File: src/rtl/core/cfts_pkg.sv
// shared types and constants of the camera flash trigger sequencer
`default_nettype none

package cfts_pkg;

   // sequencer phases, one-hot
   typedef enum logic [9:0] {
      PH_WAIT    = 10'b00_0000_0001,
      PH_STARTUP = 10'b00_0000_0010,
      PH_IDLE    = 10'b00_0000_0100,
      PH_PLANE   = 10'b00_0000_1000,
      PH_LEAD    = 10'b00_0001_0000,
      PH_ALLCAM  = 10'b00_0010_0000,
      PH_GAP     = 10'b00_0100_0000,
      PH_SPEED   = 10'b00_1000_0000,
      PH_TAIL    = 10'b01_0000_0000,
      PH_REARM   = 10'b10_0000_0000
   } phase_type;

   // register indexes of the configuration port
   typedef enum logic [1:0] {
      CSR_LASER_SELECT = 2'd0,
      CSR_PLANE_DELAY  = 2'd1,
      CSR_HALF_PERIOD  = 2'd2,
      CSR_REARM_DELAY  = 2'd3
   } csr_index_type;

   localparam int CsrIndexBits = 2;
   localparam int CfgDataBits  = 16;

   // bit positions inside the pin level vector
   localparam int PinBits   = 6;
   localparam int PinL1     = 0;
   localparam int PinL2     = 1;
   localparam int PinFlash  = 2;
   localparam int PinClear  = 3;
   localparam int PinAllCam = 4;
   localparam int PinSpeed  = 5;

   // reset values of the configuration registers
   localparam logic [CfgDataBits-1:0] HalfPeriodReset = 16'd4;
   localparam logic [CfgDataBits-1:0] RearmDelayReset = 16'd84;

   typedef struct packed {
      logic                   laser_select;
      logic [CfgDataBits-1:0] plane_delay_ms;
      logic [CfgDataBits-1:0] half_period_ms;
      logic [CfgDataBits-1:0] rearm_delay_ms;
   } cfg_type;

   typedef struct packed {
      logic laser_one;
      logic laser_two;
      logic flash_level;
      logic sensor_clear;
      logic all_camera;
      logic speed_camera;
      logic sequence_active;
   } rsp_type;

endpackage

`default_nettype wire

File: src/rtl/core/cfts_csr.sv
// configuration registers of the camera flash trigger sequencer
`default_nettype none

module cfts_csr (
   input  wire logic                                 clock,
   input  wire logic                                 reset,
   input  wire logic                                 wr_en,
   input  wire logic [cfts_pkg::CsrIndexBits-1:0]    wr_index,
   input  wire logic [cfts_pkg::CfgDataBits-1:0]     wr_data,
   output cfts_pkg::cfg_type                         cfg
);

   cfts_pkg::cfg_type cfg_ff;
   cfts_pkg::cfg_type cfg_in;

   // decode one register write per transfer
   always_comb begin
      cfg_in = cfg_ff;
      if (wr_en) begin
         unique case (cfts_pkg::csr_index_type'(wr_index))
            cfts_pkg::CSR_LASER_SELECT: cfg_in.laser_select   = wr_data[0];
            cfts_pkg::CSR_PLANE_DELAY:  cfg_in.plane_delay_ms = wr_data;
            cfts_pkg::CSR_HALF_PERIOD:  cfg_in.half_period_ms = wr_data;
            cfts_pkg::CSR_REARM_DELAY:  cfg_in.rearm_delay_ms = wr_data;
            default:                    cfg_in = cfg_ff;
         endcase
      end
   end

   always_ff @(posedge clock) begin
      if (reset) begin
         cfg_ff.laser_select   <= 1'b0;
         cfg_ff.plane_delay_ms <= '0;
         cfg_ff.half_period_ms <= cfts_pkg::HalfPeriodReset;
         cfg_ff.rearm_delay_ms <= cfts_pkg::RearmDelayReset;
      end else begin
         cfg_ff <= cfg_in;
      end
   end

   assign cfg = cfg_ff;

endmodule

`default_nettype wire

File: src/rtl/core/cfts_seq.sv
// phase sequencer: phase, tick counter and pin levels, one tick per step
`default_nettype none

module cfts_seq #(
   parameter int TICK_BITS           = 16,
   parameter int STARTUP_CLEAR_TICKS = 40
) (
   input  wire logic        clock,
   input  wire logic        reset,
   input  wire logic        step_en,
   input  wire logic        arm_level,
   input  wire logic        sensor_level,
   input  wire cfts_pkg::cfg_type cfg,
   output cfts_pkg::rsp_type rsp
);

   // plane finish, run of equal-length phases, rearm finish; twice, plus the tick action
   localparam int WalkSteps = 7;

   localparam logic [32:0] TickMax      = (33'd1 << TICK_BITS) - 33'd1;
   localparam logic [32:0] StartupWide  = 33'(STARTUP_CLEAR_TICKS);
   localparam logic [TICK_BITS-1:0] StartupLen =
      (StartupWide > TickMax) ? TickMax[TICK_BITS-1:0] : StartupWide[TICK_BITS-1:0];

   typedef struct packed {
      logic                              zp;
      logic                              zh;
      logic                              zr;
      logic                              sel;
      logic                              arm;
      logic                              sensor;
   } ctx_type;

   typedef struct packed {
      cfts_pkg::phase_type               phase;
      logic                              zero;
      logic                              acted;
      logic                              moved;
      logic [cfts_pkg::PinBits-1:0]      pins;
   } walk_type;

   cfts_pkg::phase_type               phase_ff;
   cfts_pkg::phase_type               phase_in;
   logic [TICK_BITS-1:0]              ticks_ff;
   logic [TICK_BITS-1:0]              ticks_in;
   logic [cfts_pkg::PinBits-1:0]      pins_ff;
   logic [cfts_pkg::PinBits-1:0]      pins_in;

   logic [TICK_BITS-1:0]              plane_len;
   logic [TICK_BITS-1:0]              half_len;
   logic [TICK_BITS-1:0]              rearm_len;
   logic [TICK_BITS-1:0]              ticks_base;
   logic                              active;
   ctx_type                           ctx;
   walk_type                          walk [0:WalkSteps];

   // clamp a configured length to the counter range
   function automatic logic [TICK_BITS-1:0] sat_len(input logic [cfts_pkg::CfgDataBits-1:0] v);
      logic [32:0] wide;
      wide = {17'd0, v};
      return (wide > TickMax) ? TickMax[TICK_BITS-1:0] : wide[TICK_BITS-1:0];
   endfunction

   function automatic logic is_timed(input cfts_pkg::phase_type p);
      return (p != cfts_pkg::PH_WAIT) && (p != cfts_pkg::PH_IDLE);
   endfunction

   // one move: finish a spent phase, or apply the tick's own action once
   function automatic walk_type walk_step(input walk_type w, input ctx_type c);
      walk_type                     n;
      logic [cfts_pkg::PinBits-1:0] sel_mask;
      n        = w;
      sel_mask = c.sel ? (cfts_pkg::PinBits'(1) << cfts_pkg::PinL2)
                       : (cfts_pkg::PinBits'(1) << cfts_pkg::PinL1);
      if (is_timed(w.phase) && w.zero) begin
         n.moved = 1'b1;
         unique case (w.phase)
            cfts_pkg::PH_STARTUP: begin
               n.pins[cfts_pkg::PinClear] = 1'b0;
               n.phase = cfts_pkg::PH_IDLE;
               n.zero  = 1'b0;
            end
            cfts_pkg::PH_PLANE: begin
               n.phase = cfts_pkg::PH_LEAD;
               n.zero  = c.zh;
            end
            cfts_pkg::PH_LEAD, cfts_pkg::PH_ALLCAM, cfts_pkg::PH_GAP,
            cfts_pkg::PH_SPEED, cfts_pkg::PH_TAIL: begin
               if (c.zh) begin
                  // every remaining half-period phase is empty: straight to rearm
                  n.pins[cfts_pkg::PinAllCam] = 1'b0;
                  n.pins[cfts_pkg::PinSpeed]  = 1'b0;
                  n.pins[cfts_pkg::PinClear]  = 1'b1;
                  n.pins[cfts_pkg::PinFlash]  = 1'b0;
                  n.phase = cfts_pkg::PH_REARM;
                  n.zero  = c.zr;
               end else begin
                  n.zero = 1'b0;
                  priority if (w.phase == cfts_pkg::PH_LEAD) begin
                     n.pins[cfts_pkg::PinAllCam] = 1'b1;
                     n.phase = cfts_pkg::PH_ALLCAM;
                  end else if (w.phase == cfts_pkg::PH_ALLCAM) begin
                     n.pins[cfts_pkg::PinAllCam] = 1'b0;
                     n.phase = cfts_pkg::PH_GAP;
                  end else if (w.phase == cfts_pkg::PH_GAP) begin
                     n.pins[cfts_pkg::PinSpeed] = 1'b1;
                     n.phase = cfts_pkg::PH_SPEED;
                  end else if (w.phase == cfts_pkg::PH_SPEED) begin
                     n.pins[cfts_pkg::PinSpeed] = 1'b0;
                     n.phase = cfts_pkg::PH_TAIL;
                  end else begin
                     n.pins[cfts_pkg::PinClear] = 1'b1;
                     n.pins[cfts_pkg::PinFlash] = 1'b0;
                     n.phase = cfts_pkg::PH_REARM;
                     n.zero  = c.zr;
                  end
               end
            end
            cfts_pkg::PH_REARM: begin
               n.pins = w.pins | sel_mask;
               n.pins[cfts_pkg::PinClear] = 1'b0;
               n.phase = cfts_pkg::PH_IDLE;
               n.zero  = 1'b0;
            end
            default: n = w;
         endcase
      end else if (!w.acted) begin
         n.acted = 1'b1;
         if ((w.phase == cfts_pkg::PH_WAIT) && !c.arm) begin
            // arm released: selected laser on, clear pulse starts
            n.pins[cfts_pkg::PinL1]    = 1'b0;
            n.pins[cfts_pkg::PinL2]    = 1'b0;
            n.pins[cfts_pkg::PinFlash] = 1'b0;
            n.pins = n.pins | sel_mask;
            n.pins[cfts_pkg::PinClear] = 1'b1;
            n.phase = cfts_pkg::PH_STARTUP;
            n.zero  = 1'b0;
            n.moved = 1'b1;
         end else if ((w.phase == cfts_pkg::PH_IDLE) && !c.sensor) begin
            // object seen: laser off, flash on, plane delay starts
            n.pins = w.pins & ~sel_mask;
            n.pins[cfts_pkg::PinFlash] = 1'b1;
            n.phase = cfts_pkg::PH_PLANE;
            n.zero  = c.zp;
            n.moved = 1'b1;
         end
      end
      return n;
   endfunction

   assign plane_len = sat_len(cfg.plane_delay_ms);
   assign half_len  = sat_len(cfg.half_period_ms);
   assign rearm_len = sat_len(cfg.rearm_delay_ms);

   assign ctx.zp     = (cfg.plane_delay_ms == '0);
   assign ctx.zh     = (cfg.half_period_ms == '0);
   assign ctx.zr     = (cfg.rearm_delay_ms == '0);
   assign ctx.sel    = cfg.laser_select;
   assign ctx.arm    = arm_level;
   assign ctx.sensor = sensor_level;

   // settle, act, settle again for this tick
   always_comb begin
      walk[0].phase = phase_ff;
      walk[0].zero  = (ticks_ff == '0);
      walk[0].acted = 1'b0;
      walk[0].moved = 1'b0;
      walk[0].pins  = pins_ff;
      for (int i = 0; i < WalkSteps; i++) begin
         walk[i+1] = walk_step(walk[i], ctx);
      end
   end

   // tick count of the phase reached, then this tick is spent
   always_comb begin
      ticks_base = ticks_ff;
      if (walk[WalkSteps].moved) begin
         unique case (walk[WalkSteps].phase)
            cfts_pkg::PH_STARTUP: ticks_base = StartupLen;
            cfts_pkg::PH_PLANE:   ticks_base = plane_len;
            cfts_pkg::PH_LEAD, cfts_pkg::PH_ALLCAM, cfts_pkg::PH_GAP,
            cfts_pkg::PH_SPEED, cfts_pkg::PH_TAIL: ticks_base = half_len;
            cfts_pkg::PH_REARM:   ticks_base = rearm_len;
            default:              ticks_base = '0;
         endcase
      end
      active   = is_timed(walk[WalkSteps].phase);
      ticks_in = active ? (ticks_base - TICK_BITS'(1)) : ticks_base;
      phase_in = walk[WalkSteps].phase;
      pins_in  = walk[WalkSteps].pins;
   end

   always_ff @(posedge clock) begin
      if (reset) begin
         phase_ff <= cfts_pkg::PH_WAIT;
         ticks_ff <= '0;
         pins_ff  <= '0;
      end else if (step_en) begin
         phase_ff <= phase_in;
         ticks_ff <= ticks_in;
         pins_ff  <= pins_in;
      end
   end

   assign rsp.laser_one       = pins_in[cfts_pkg::PinL1];
   assign rsp.laser_two       = pins_in[cfts_pkg::PinL2];
   assign rsp.flash_level     = pins_in[cfts_pkg::PinFlash];
   assign rsp.sensor_clear    = pins_in[cfts_pkg::PinClear];
   assign rsp.all_camera      = pins_in[cfts_pkg::PinAllCam];
   assign rsp.speed_camera    = pins_in[cfts_pkg::PinSpeed];
   assign rsp.sequence_active = active;

endmodule

`default_nettype wire

File: src/rtl/core/camera_flash_trigger_sequencer_top.sv
// Camera flash trigger sequencer, one millisecond tick per request transfer.
// A tick's pin levels appear on rsp, registered, in the cycle after its req transfer.
// Throughput: one tick per cycle unless stalled; phase and result register load together.
// req_ready drops only while a result waits in the output register for rsp_ready.
// Reset (synchronous): all pins low, waiting for arm, registers at their defaults.
`default_nettype none

module camera_flash_trigger_sequencer_top #(
   parameter int TICK_BITS           = 16,
   parameter int STARTUP_CLEAR_TICKS = 40
) (
   input  wire logic                              clock,
   input  wire logic                              reset,
   input  wire logic                              req_valid,
   output logic                                   req_ready,
   input  wire logic                              req_arm_level,
   input  wire logic                              req_sensor_level,
   output logic                                   rsp_valid,
   input  wire logic                              rsp_ready,
   output logic                                   rsp_laser_one,
   output logic                                   rsp_laser_two,
   output logic                                   rsp_flash_level,
   output logic                                   rsp_sensor_clear,
   output logic                                   rsp_all_camera,
   output logic                                   rsp_speed_camera,
   output logic                                   rsp_sequence_active,
   input  wire logic                              csr_valid,
   output logic                                   csr_ready,
   input  wire logic [cfts_pkg::CsrIndexBits-1:0] csr_index,
   input  wire logic [cfts_pkg::CfgDataBits-1:0]  csr_data
);

   cfts_pkg::cfg_type cfg;
   cfts_pkg::rsp_type rsp_next;
   cfts_pkg::rsp_type rsp_data_ff;
   logic              rsp_valid_ff;
   logic              rsp_valid_in;
   logic              req_fire;

   // configuration writes are always taken
   assign csr_ready = 1'b1;

   cfts_csr u_csr (
      .clock    (clock),
      .reset    (reset),
      .wr_en    (csr_valid & csr_ready),
      .wr_index (csr_index),
      .wr_data  (csr_data),
      .cfg      (cfg)
   );

   // request transfer when the result register is free or being emptied
   assign req_ready = !rsp_valid_ff || rsp_ready;
   assign req_fire  = req_valid && req_ready;

   cfts_seq #(
      .TICK_BITS           (TICK_BITS),
      .STARTUP_CLEAR_TICKS (STARTUP_CLEAR_TICKS)
   ) u_seq (
      .clock        (clock),
      .reset        (reset),
      .step_en      (req_fire),
      .arm_level    (req_arm_level),
      .sensor_level (req_sensor_level),
      .cfg          (cfg),
      .rsp          (rsp_next)
   );

   // result register
   assign rsp_valid_in = req_fire || (rsp_valid_ff && !rsp_ready);

   always_ff @(posedge clock) begin
      if (reset) begin
         rsp_valid_ff <= 1'b0;
      end else begin
         rsp_valid_ff <= rsp_valid_in;
      end
   end

   always_ff @(posedge clock) begin
      if (req_fire) begin
         rsp_data_ff <= rsp_next;
      end
   end

   assign rsp_valid           = rsp_valid_ff;
   assign rsp_laser_one       = rsp_data_ff.laser_one;
   assign rsp_laser_two       = rsp_data_ff.laser_two;
   assign rsp_flash_level     = rsp_data_ff.flash_level;
   assign rsp_sensor_clear    = rsp_data_ff.sensor_clear;
   assign rsp_all_camera      = rsp_data_ff.all_camera;
   assign rsp_speed_camera    = rsp_data_ff.speed_camera;
   assign rsp_sequence_active = rsp_data_ff.sequence_active;

endmodule

`default_nettype wire

File: config.mk
export PLATFORM = sky130hd
export DESIGN_NAME = camera_flash_trigger_sequencer_top
export DESIGN_NICKNAME = d
export VERILOG_FILES = /design/src/rtl/core/cfts_pkg.sv /design/src/rtl/core/cfts_csr.sv /design/src/rtl/core/cfts_seq.sv /design/src/rtl/core/camera_flash_trigger_sequencer_top.sv
export SDC_FILE = /design/constraint.sdc
export NUM_CORES = 1
export LEC_CHECK = 0
export BUFFER_PORTS_ARGS = -buffer_cell sky130_fd_sc_hd__buf_2
export CAP_MARGIN = 40
export CORE_UTILIZATION = 33
export DETAILED_ROUTE_END_ITERATION = 6
export MAX_ROUTING_LAYER = met4
export PLACE_DENSITY = 0.55
export SETUP_SLACK_MARGIN = 0.15
export SLEW_MARGIN = 30
export SYNTH_ARGS = -nofsm -noshare
export SYNTH_HDL_FRONTEND = slang
export SYNTH_SLANG_ARGS = --single-unit
File: constraint.sdc
create_clock -name clock -period 17.6 [get_ports clock]
set_clock_uncertainty 0.2 [all_clocks]
set_input_delay 1.76 -clock clock [delete_from_list [all_inputs] [get_ports clock]]
set_output_delay 1.76 -clock clock [all_outputs]
set_load 0.01 [all_outputs]
Yosys cells after proc, flatten, opt, wreduce, memory -nomap -nowiden
Cells that the tools add are included.
- $add $sub $neg: 1
- eq/ne operators: 97
- multiplexer cells: 227
- bitwise gates (word level): 22
- reduce and logical (&&, ||, !) cells: 68
- operators with widths (operator ; number):
    10-bit two-way mux ; 28
    19-bit two-way mux ; 13
    11-bit two-way mux ; 21
    11-bit case mux with 3 select lines ; 7
    7-bit two-way mux ; 14
    10-bit == test, second input constant ; 8
    10-bit by 2-bit == test with 1-bit output, second input constant ; 8
    10-bit by 4-bit == test with 1-bit output, second input constant ; 8
    10-bit by 5-bit == test with 1-bit output, second input constant ; 8
    10-bit by 6-bit == test with 1-bit output, second input constant ; 8
    10-bit by 7-bit == test with 1-bit output, second input constant ; 8
    10-bit by 8-bit == test with 1-bit output, second input constant ; 8
    10-bit by 9-bit == test with 1-bit output, second input constant ; 8
    10-bit by 1-bit inequality test with 1-bit output, second input constant ; 8
    10-bit by 3-bit inequality test with 1-bit output, second input constant ; 8
    1-bit two-way mux ; 77
    2-bit two-way mux ; 36
    6-bit OR ; 12
    10-bit by 1-bit == test with 1-bit output, second input constant ; 7
    10-bit by 3-bit == test with 1-bit output, second input constant ; 7
    16-bit zero test ; 4
    16-bit case mux with 4 select lines ; 1
    8-bit OR reduction ; 7
    6-bit bitwise AND ; 7
    16 further kinds ; 94
- register bits after elaboration: 89
- word-level logic and storage cells: 430

Logic depth before layout (Yosys ltp)
- depth after elaboration: 62
- gate-level depth with buffers: 29

By module
From an unflattened synthesis, not the netlist that was laid out.
- cell total of the unflattened synthesis: 896
- area, all modules: 7275.7 sq um
- modules (own cells, without submodules) (module ; times used ; cells each ; area an instance (sq um)):
    cfts_seq ; 1 ; 698 ; 4984.8
    cfts_csr ; 1 ; 184 ; 2014.4
    camera_flash_trigger_sequencer_top ; 1 ; 14 ; 276.5

Worst setup path before layout
Ideal clock, no wire load.
- kind: input -> register
- start: input req_sensor_level
- end: register u_seq.ticks_ff[14]
- data arrival time: 7090 ps
- setup slack: 10159 ps
- stages: 24
- path buffers: 1
- path through: nor3b_1 -> and3_1 -> nor2_1 -> mux2_2 -> o211a_2 -> and4_1 -> o31ai_2 -> o21ai_1 -> a31oi_1 -> o211ai_1 -> o32a_1 -> a211oi_4 -> buf_4 -> a41oi_1 -> a22oi_1 -> nor2_1 -> a311o_1 -> inv_2 -> ha_1 -> o21ai_0 -> a311oi_2 -> nor3b_1 -> a31o_2 -> a31oi_1
- word-level cells in the longest chain between the ends: 59
- elaborated cells between the ends (all ways): 235
- RTL lines (element ; line ; text):
    from (decl) ; camera_flash_trigger_sequencer_top.sv:17 ; input wire logic req_sensor_level,
    1-bit zero test * ; cfts_seq.sv:139 ; end else if ((w.phase == cfts_pkg::PH_IDLE) && !c.sensor) begin
    1-bit logical AND ; cfts_seq.sv:139 ;
    11-bit two-way mux ; cfts_seq.sv:139 ;
    11-bit two-way mux ; cfts_seq.sv:129 ; if ((w.phase == cfts_pkg::PH_WAIT) && !c.arm) begin
    19-bit two-way mux ; cfts_seq.sv:75 ; if (is_timed(w.phase) && w.zero) begin
    10-bit by 8-bit == test with 1-bit output ; cfts_seq.sv:77, cfts_seq.sv:108 ;
    10-bit two-way mux ; cfts_seq.sv:108 ; end else if (w.phase == cfts_pkg::PH_SPEED) begin
    10-bit two-way mux ; cfts_seq.sv:105 ; end else if (w.phase == cfts_pkg::PH_GAP) begin
    [... 43 more ...] ; -- ;
    11-bit case mux with 3 select lines ; cfts_seq.sv:77 ; unique case (w.phase)
    19-bit two-way mux * ; cfts_seq.sv:75 ;
    10-bit by 5-bit == test with 1-bit output, or another cell as far along ; cfts_seq.sv:178 ; unique case (walk[WalkSteps].phase)
    5-bit OR reduction ; cfts_seq.sv:178 ;
    16-bit case mux with 4 select lines ; cfts_seq.sv:178 ;
    16-bit two-way mux ; cfts_seq.sv:177 ; if (walk[WalkSteps].moved) begin
    16-bit by 1-bit subtractor with 16-bit output ; cfts_seq.sv:188 ; ticks_in = active ? (ticks_base - TICK_BITS'(1)) : ticks_base;
    16-bit two-way mux * ; cfts_seq.sv:188 ;
    to (signal assigned) ; cfts_seq.sv:200 ; ticks_ff <= ticks_in;
    to (decl) ; cfts_seq.sv:44 ; logic [TICK_BITS-1:0] ticks_ff;
Mark *: on every way between the ends. The rest lies on a longest branch, timed or not.
A chain may end at the register's enable or synchronous reset.

Final worst setup path
Same ends and word-level chain as after synthesis.

==> results.json <==
{
  "avgViaCountPerCell": 6.31,
  "cp_max_fo": 14,
  "required_ns": 17.61,
  "setup_tns_ns": 0,
  "yosysTopAreaCell": "dfxtp_1",
  "drc_errors": 0,
  "rrSetupSlack_ns": 8.91,
  "swShare_pct": 40.5,
  "crit_path_top_delay_cell": "o31ai_2",
  "crit_path_start_kind": "input port",
  "grt_pass1_vias": 7027,
  "mappedNetlistArea_um2": 6900,
  "yosysWarnings": 0,
  "start_util_pct": 33.9,
  "grt_remaining_overflow": 0,
  "antennaDiodeCount": 0,
  "cts_made_buffers": 9,
  "ctsHtreeMaxLevel": 3,
  "critical_path.max_stage_delay_ns": 0.61,
  "cts_setup_buffers": 0,
  "ys_seq_elements": 89,
  "die_h_um": 147,
  "timing.final.crit_period_ns": 8.70,
  "finalSetupViolCount": 0,
  "die-width_um": 147,
  "async_reset_ff_share_pct": 0,
  "critPathLaunch": "req_sensor_level",
  "timing.rr.start": "u_seq.ticks_ff[0]$_SDFFE_PP0P_",
  "pwr-share-seq_pct": 34.9,
  "layout_commonest_cell": "nand2_1",
  "irDropWorstVdd_uv": 45.8,
  "synth-edff-count": 7,
  "die_area_um2": 21500,
  "clockBufferDepth": 2,
  "clk_pin_slew_worst_paths_ns": 0.07,
  "yosysUniqueCellTypes": 109,
  "synth.top_cell.area_share_pct": 23.8,
  "antenna_found_initial": 0,
  "clk_latency_ns": 0.36,
  "grt_pass1_wl_mm": 40.9,
  "coreArea_um2": 20400,
  "crit_cells": 25,
  "port_buffers": 33,
  "final_layout_size_suffix_gt1_share_pct": 12.4,
  "ys_top_cells_by_area": "dfxtp_1, nand2_1, a21oi_1",
  "holdBufCountCts": 0,
  "cts_sinks": 89,
  "crit_family": "compound AO/OA/AOI/OAI gates",
  "rr_worst_depth": 24,
  "most-common-layout-cells": "nand2_1, a21oi_1, nor2_1, dfxtp_1, nand3_1",
  "areaGrowthSynthToFinish_pct": 8.37,
  "worstReg2RegEnd": "u_seq.ticks_ff[14]$_SDFFE_PP0P_",
  "relSlewSlack_pct": 47.5,
  "drv_slew": 0,
  "layout.nets": 966,
  "grt_start_max_net_pins": 66,
  "row_count": 52,
  "grtUsageTotal_pct": 24.9,
  "stdcell_count": 1215,
  "finalWirelength_mm": 26.2,
  "intPower_uw": 404,
  "num_vias": 7666,
  "synth_area_per_cell_um2": 7.30,
  "critPathCaptureType": "flop",
  "synth_nets": 972,
  "cts_root_buf": "clkbuf_16",
  "timing_worst_setup_path_type": "in2reg",
  "yosysSeqAreaShare_pct": 26.8,
  "drtPass1Iterations": 6,
  "ant_nets": 0,
  "path_buf_inv": 2,
  "cts_tree": "done",
  "drt_iter0_markers": 1015,
  "drv_cap": 0,
  "dpl.hpwl_mm": 19.5,
  "cts_resized": 0,
  "cp.arrival_ns": 8.71,
  "status": "finished, final reports clean",
  "synth_ff_type": "dfxtp_1",
  "routedWlPerCell_um": 21.5,
  "synth_cells": 946,
  "rsz0062_at_grt": "false",
  "min_period_over_period_pct": 49.5,
  "hold_viol": 0,
  "gp_congestion": 1.04,
  "ioPinCount": 35,
  "cp-endpoint": "u_seq.ticks_ff[14]$_SDFFE_PP0P_",
  "clkPwrFrac_pct": 27.6,
  "comb_power_share_pct": 37.6,
  "p_leak_uw": 0.00250,
  "holdCritPathClass": "reg2reg",
  "tightest_slew_ns": 0.786,
  "fmaxAchievable_mhz": 115,
  "powerDensity_nw_per_um2": 90.7,
  "dp.cells": 1198,
  "p_sw_uw": 275
}
==> kinds of logic (layout without fill, tap and decap cells) <==
family | count (synthesis) | in the layout | share of synthesized area [%]
flops | 89 | 89 | 26.8
compound gates | 315 | 315 | 32.8
xor+xnor | 11 | 11 | 1.40
mux | 10 | 10 | 1.59
buf+inv | 65 | 64 | 4.19
simple gates | 454 | 454 | 33.0
fa+ha+maj | 1 | 1 | 0.181
other cells | 1 | 1 | 0.0543
==> worst min path at each step <==
stage                                  start                       endpoint  slack [ns]  depth (start not counted)
4_1_cts        u_seq.pins_ff[5]$_SDFFE_PP0P_  u_seq.pins_ff[5]$_SDFFE_PP0P_        0.26                          2
2_1_floorplan  u_seq.pins_ff[4]$_SDFFE_PP0P_  u_seq.pins_ff[4]$_SDFFE_PP0P_        0.23                          2
5_1_grt        u_seq.pins_ff[5]$_SDFFE_PP0P_  u_seq.pins_ff[5]$_SDFFE_PP0P_        0.29                          2
3_5_place_dp   u_seq.pins_ff[5]$_SDFFE_PP0P_  u_seq.pins_ff[5]$_SDFFE_PP0P_        0.25                          2
6_report       u_seq.pins_ff[5]$_SDFFE_PP0P_  u_seq.pins_ff[5]$_SDFFE_PP0P_        0.26                          2
3_3_place_gp   u_seq.pins_ff[5]$_SDFFE_PP0P_  u_seq.pins_ff[5]$_SDFFE_PP0P_        0.24                          2
==> flip-flops by register name, summed over array words and instances, names as in the netlist <==
signal	flops
rsp_sequence_active	1
u_seq.phase_ff	10
rsp_sensor_clear	1
u_csr.cfg	49
u_seq.ticks_ff	16
rsp_laser_one	1
rsp_all_camera	1
rsp_flash_level	1
rsp_laser_two	1
u_seq.pins_ff	6
rsp_valid	1
rsp_speed_camera	1
==> layout make-up <==
cell class	count	area, um^2
Clock inverter	6	50.0
Timing Repair Buffer	39	214
Multi-Input combinational cell	792	4770
Tap cell	270	338
Clock buffer	10	229
Sequential cell	89	1850
Inverter	9	33.8
Fill cell	2190	12900
==> cell usage after synthesis (5+ instances only) <==
| cell | n |
|---|---|
| a21oi_1 | 94 |
| o21ai_1 | 6 |
| nor2_1 | 94 |
| buf_2 | 12 |
| o22ai_1 | 9 |
| or2_2 | 7 |
| nor4_1 | 20 |
| a221oi_1 | 9 |
| a22oi_1 | 5 |
| and2_1 | 8 |
| nand3_1 | 41 |
| o21bai_1 | 5 |
| o31ai_1 | 5 |
| clkbuf_1 | 35 |
| a31oi_1 | 15 |
| nor2b_1 | 5 |
| inv_1 | 7 |
| o21a_1 | 9 |
| or3_1 | 7 |
| o211ai_1 | 13 |
| nor3b_1 | 7 |
| xor2_1 | 6 |
| a211oi_1 | 11 |
| nand2_1 | 156 |
| nand2b_1 | 9 |
| dfxtp_1 | 82 |
| o21ai_2 | 5 |
| a21o_1 | 6 |
| o21ai_0 | 36 |
| xnor2_1 | 5 |
| nand4_1 | 19 |
| nor3_1 | 28 |
| and3_1 | 16 |
| edfxtp_1 | 7 |
==> routing by layer <==
metal,share of wire [%],track usage [%],wire length (um)
met1,43,32.5,11300
met2,47,39.2,12200
met3,6.8,2.84,1770
met4,3.4,9.64,877
met5,0,-,0
==> power groups by stage <==
stage	logic, uW	registers [uW]	clock network [uW]
2_1_floorplan	187	232	0
3_3_place_gp	250	240	0
3_5_place_dp	247	240	0
4_1_cts	248	236	192
5_1_grt	275	238	197
6_report	255	236	187
==> per-stage QoR <==
stage,total power [uW],util (%),worst slack [ns],hold slack [ns],area (um^2)
after global placement,490,35.3,8.92,0.244,7190
after global routing,710,36.7,8.40,0.289,7480
after floorplan,419,-,10.16,0.233,6900
after CTS,675,36.7,9.07,0.261,7470
final,678,36.7,8.90,0.261,7480
after detailed placement,487,35.3,8.71,0.249,7190
==> worst min-delay path: cells and delay by family (launching register included) <==
family,cells,cell delay (ns)
AO/OA/AOI/OAI,1,0.05
AND/OR/NAND/NOR,1,0.05
flip-flops,1,0.31
No activity file was read; power rests on OpenSTA's default activity.
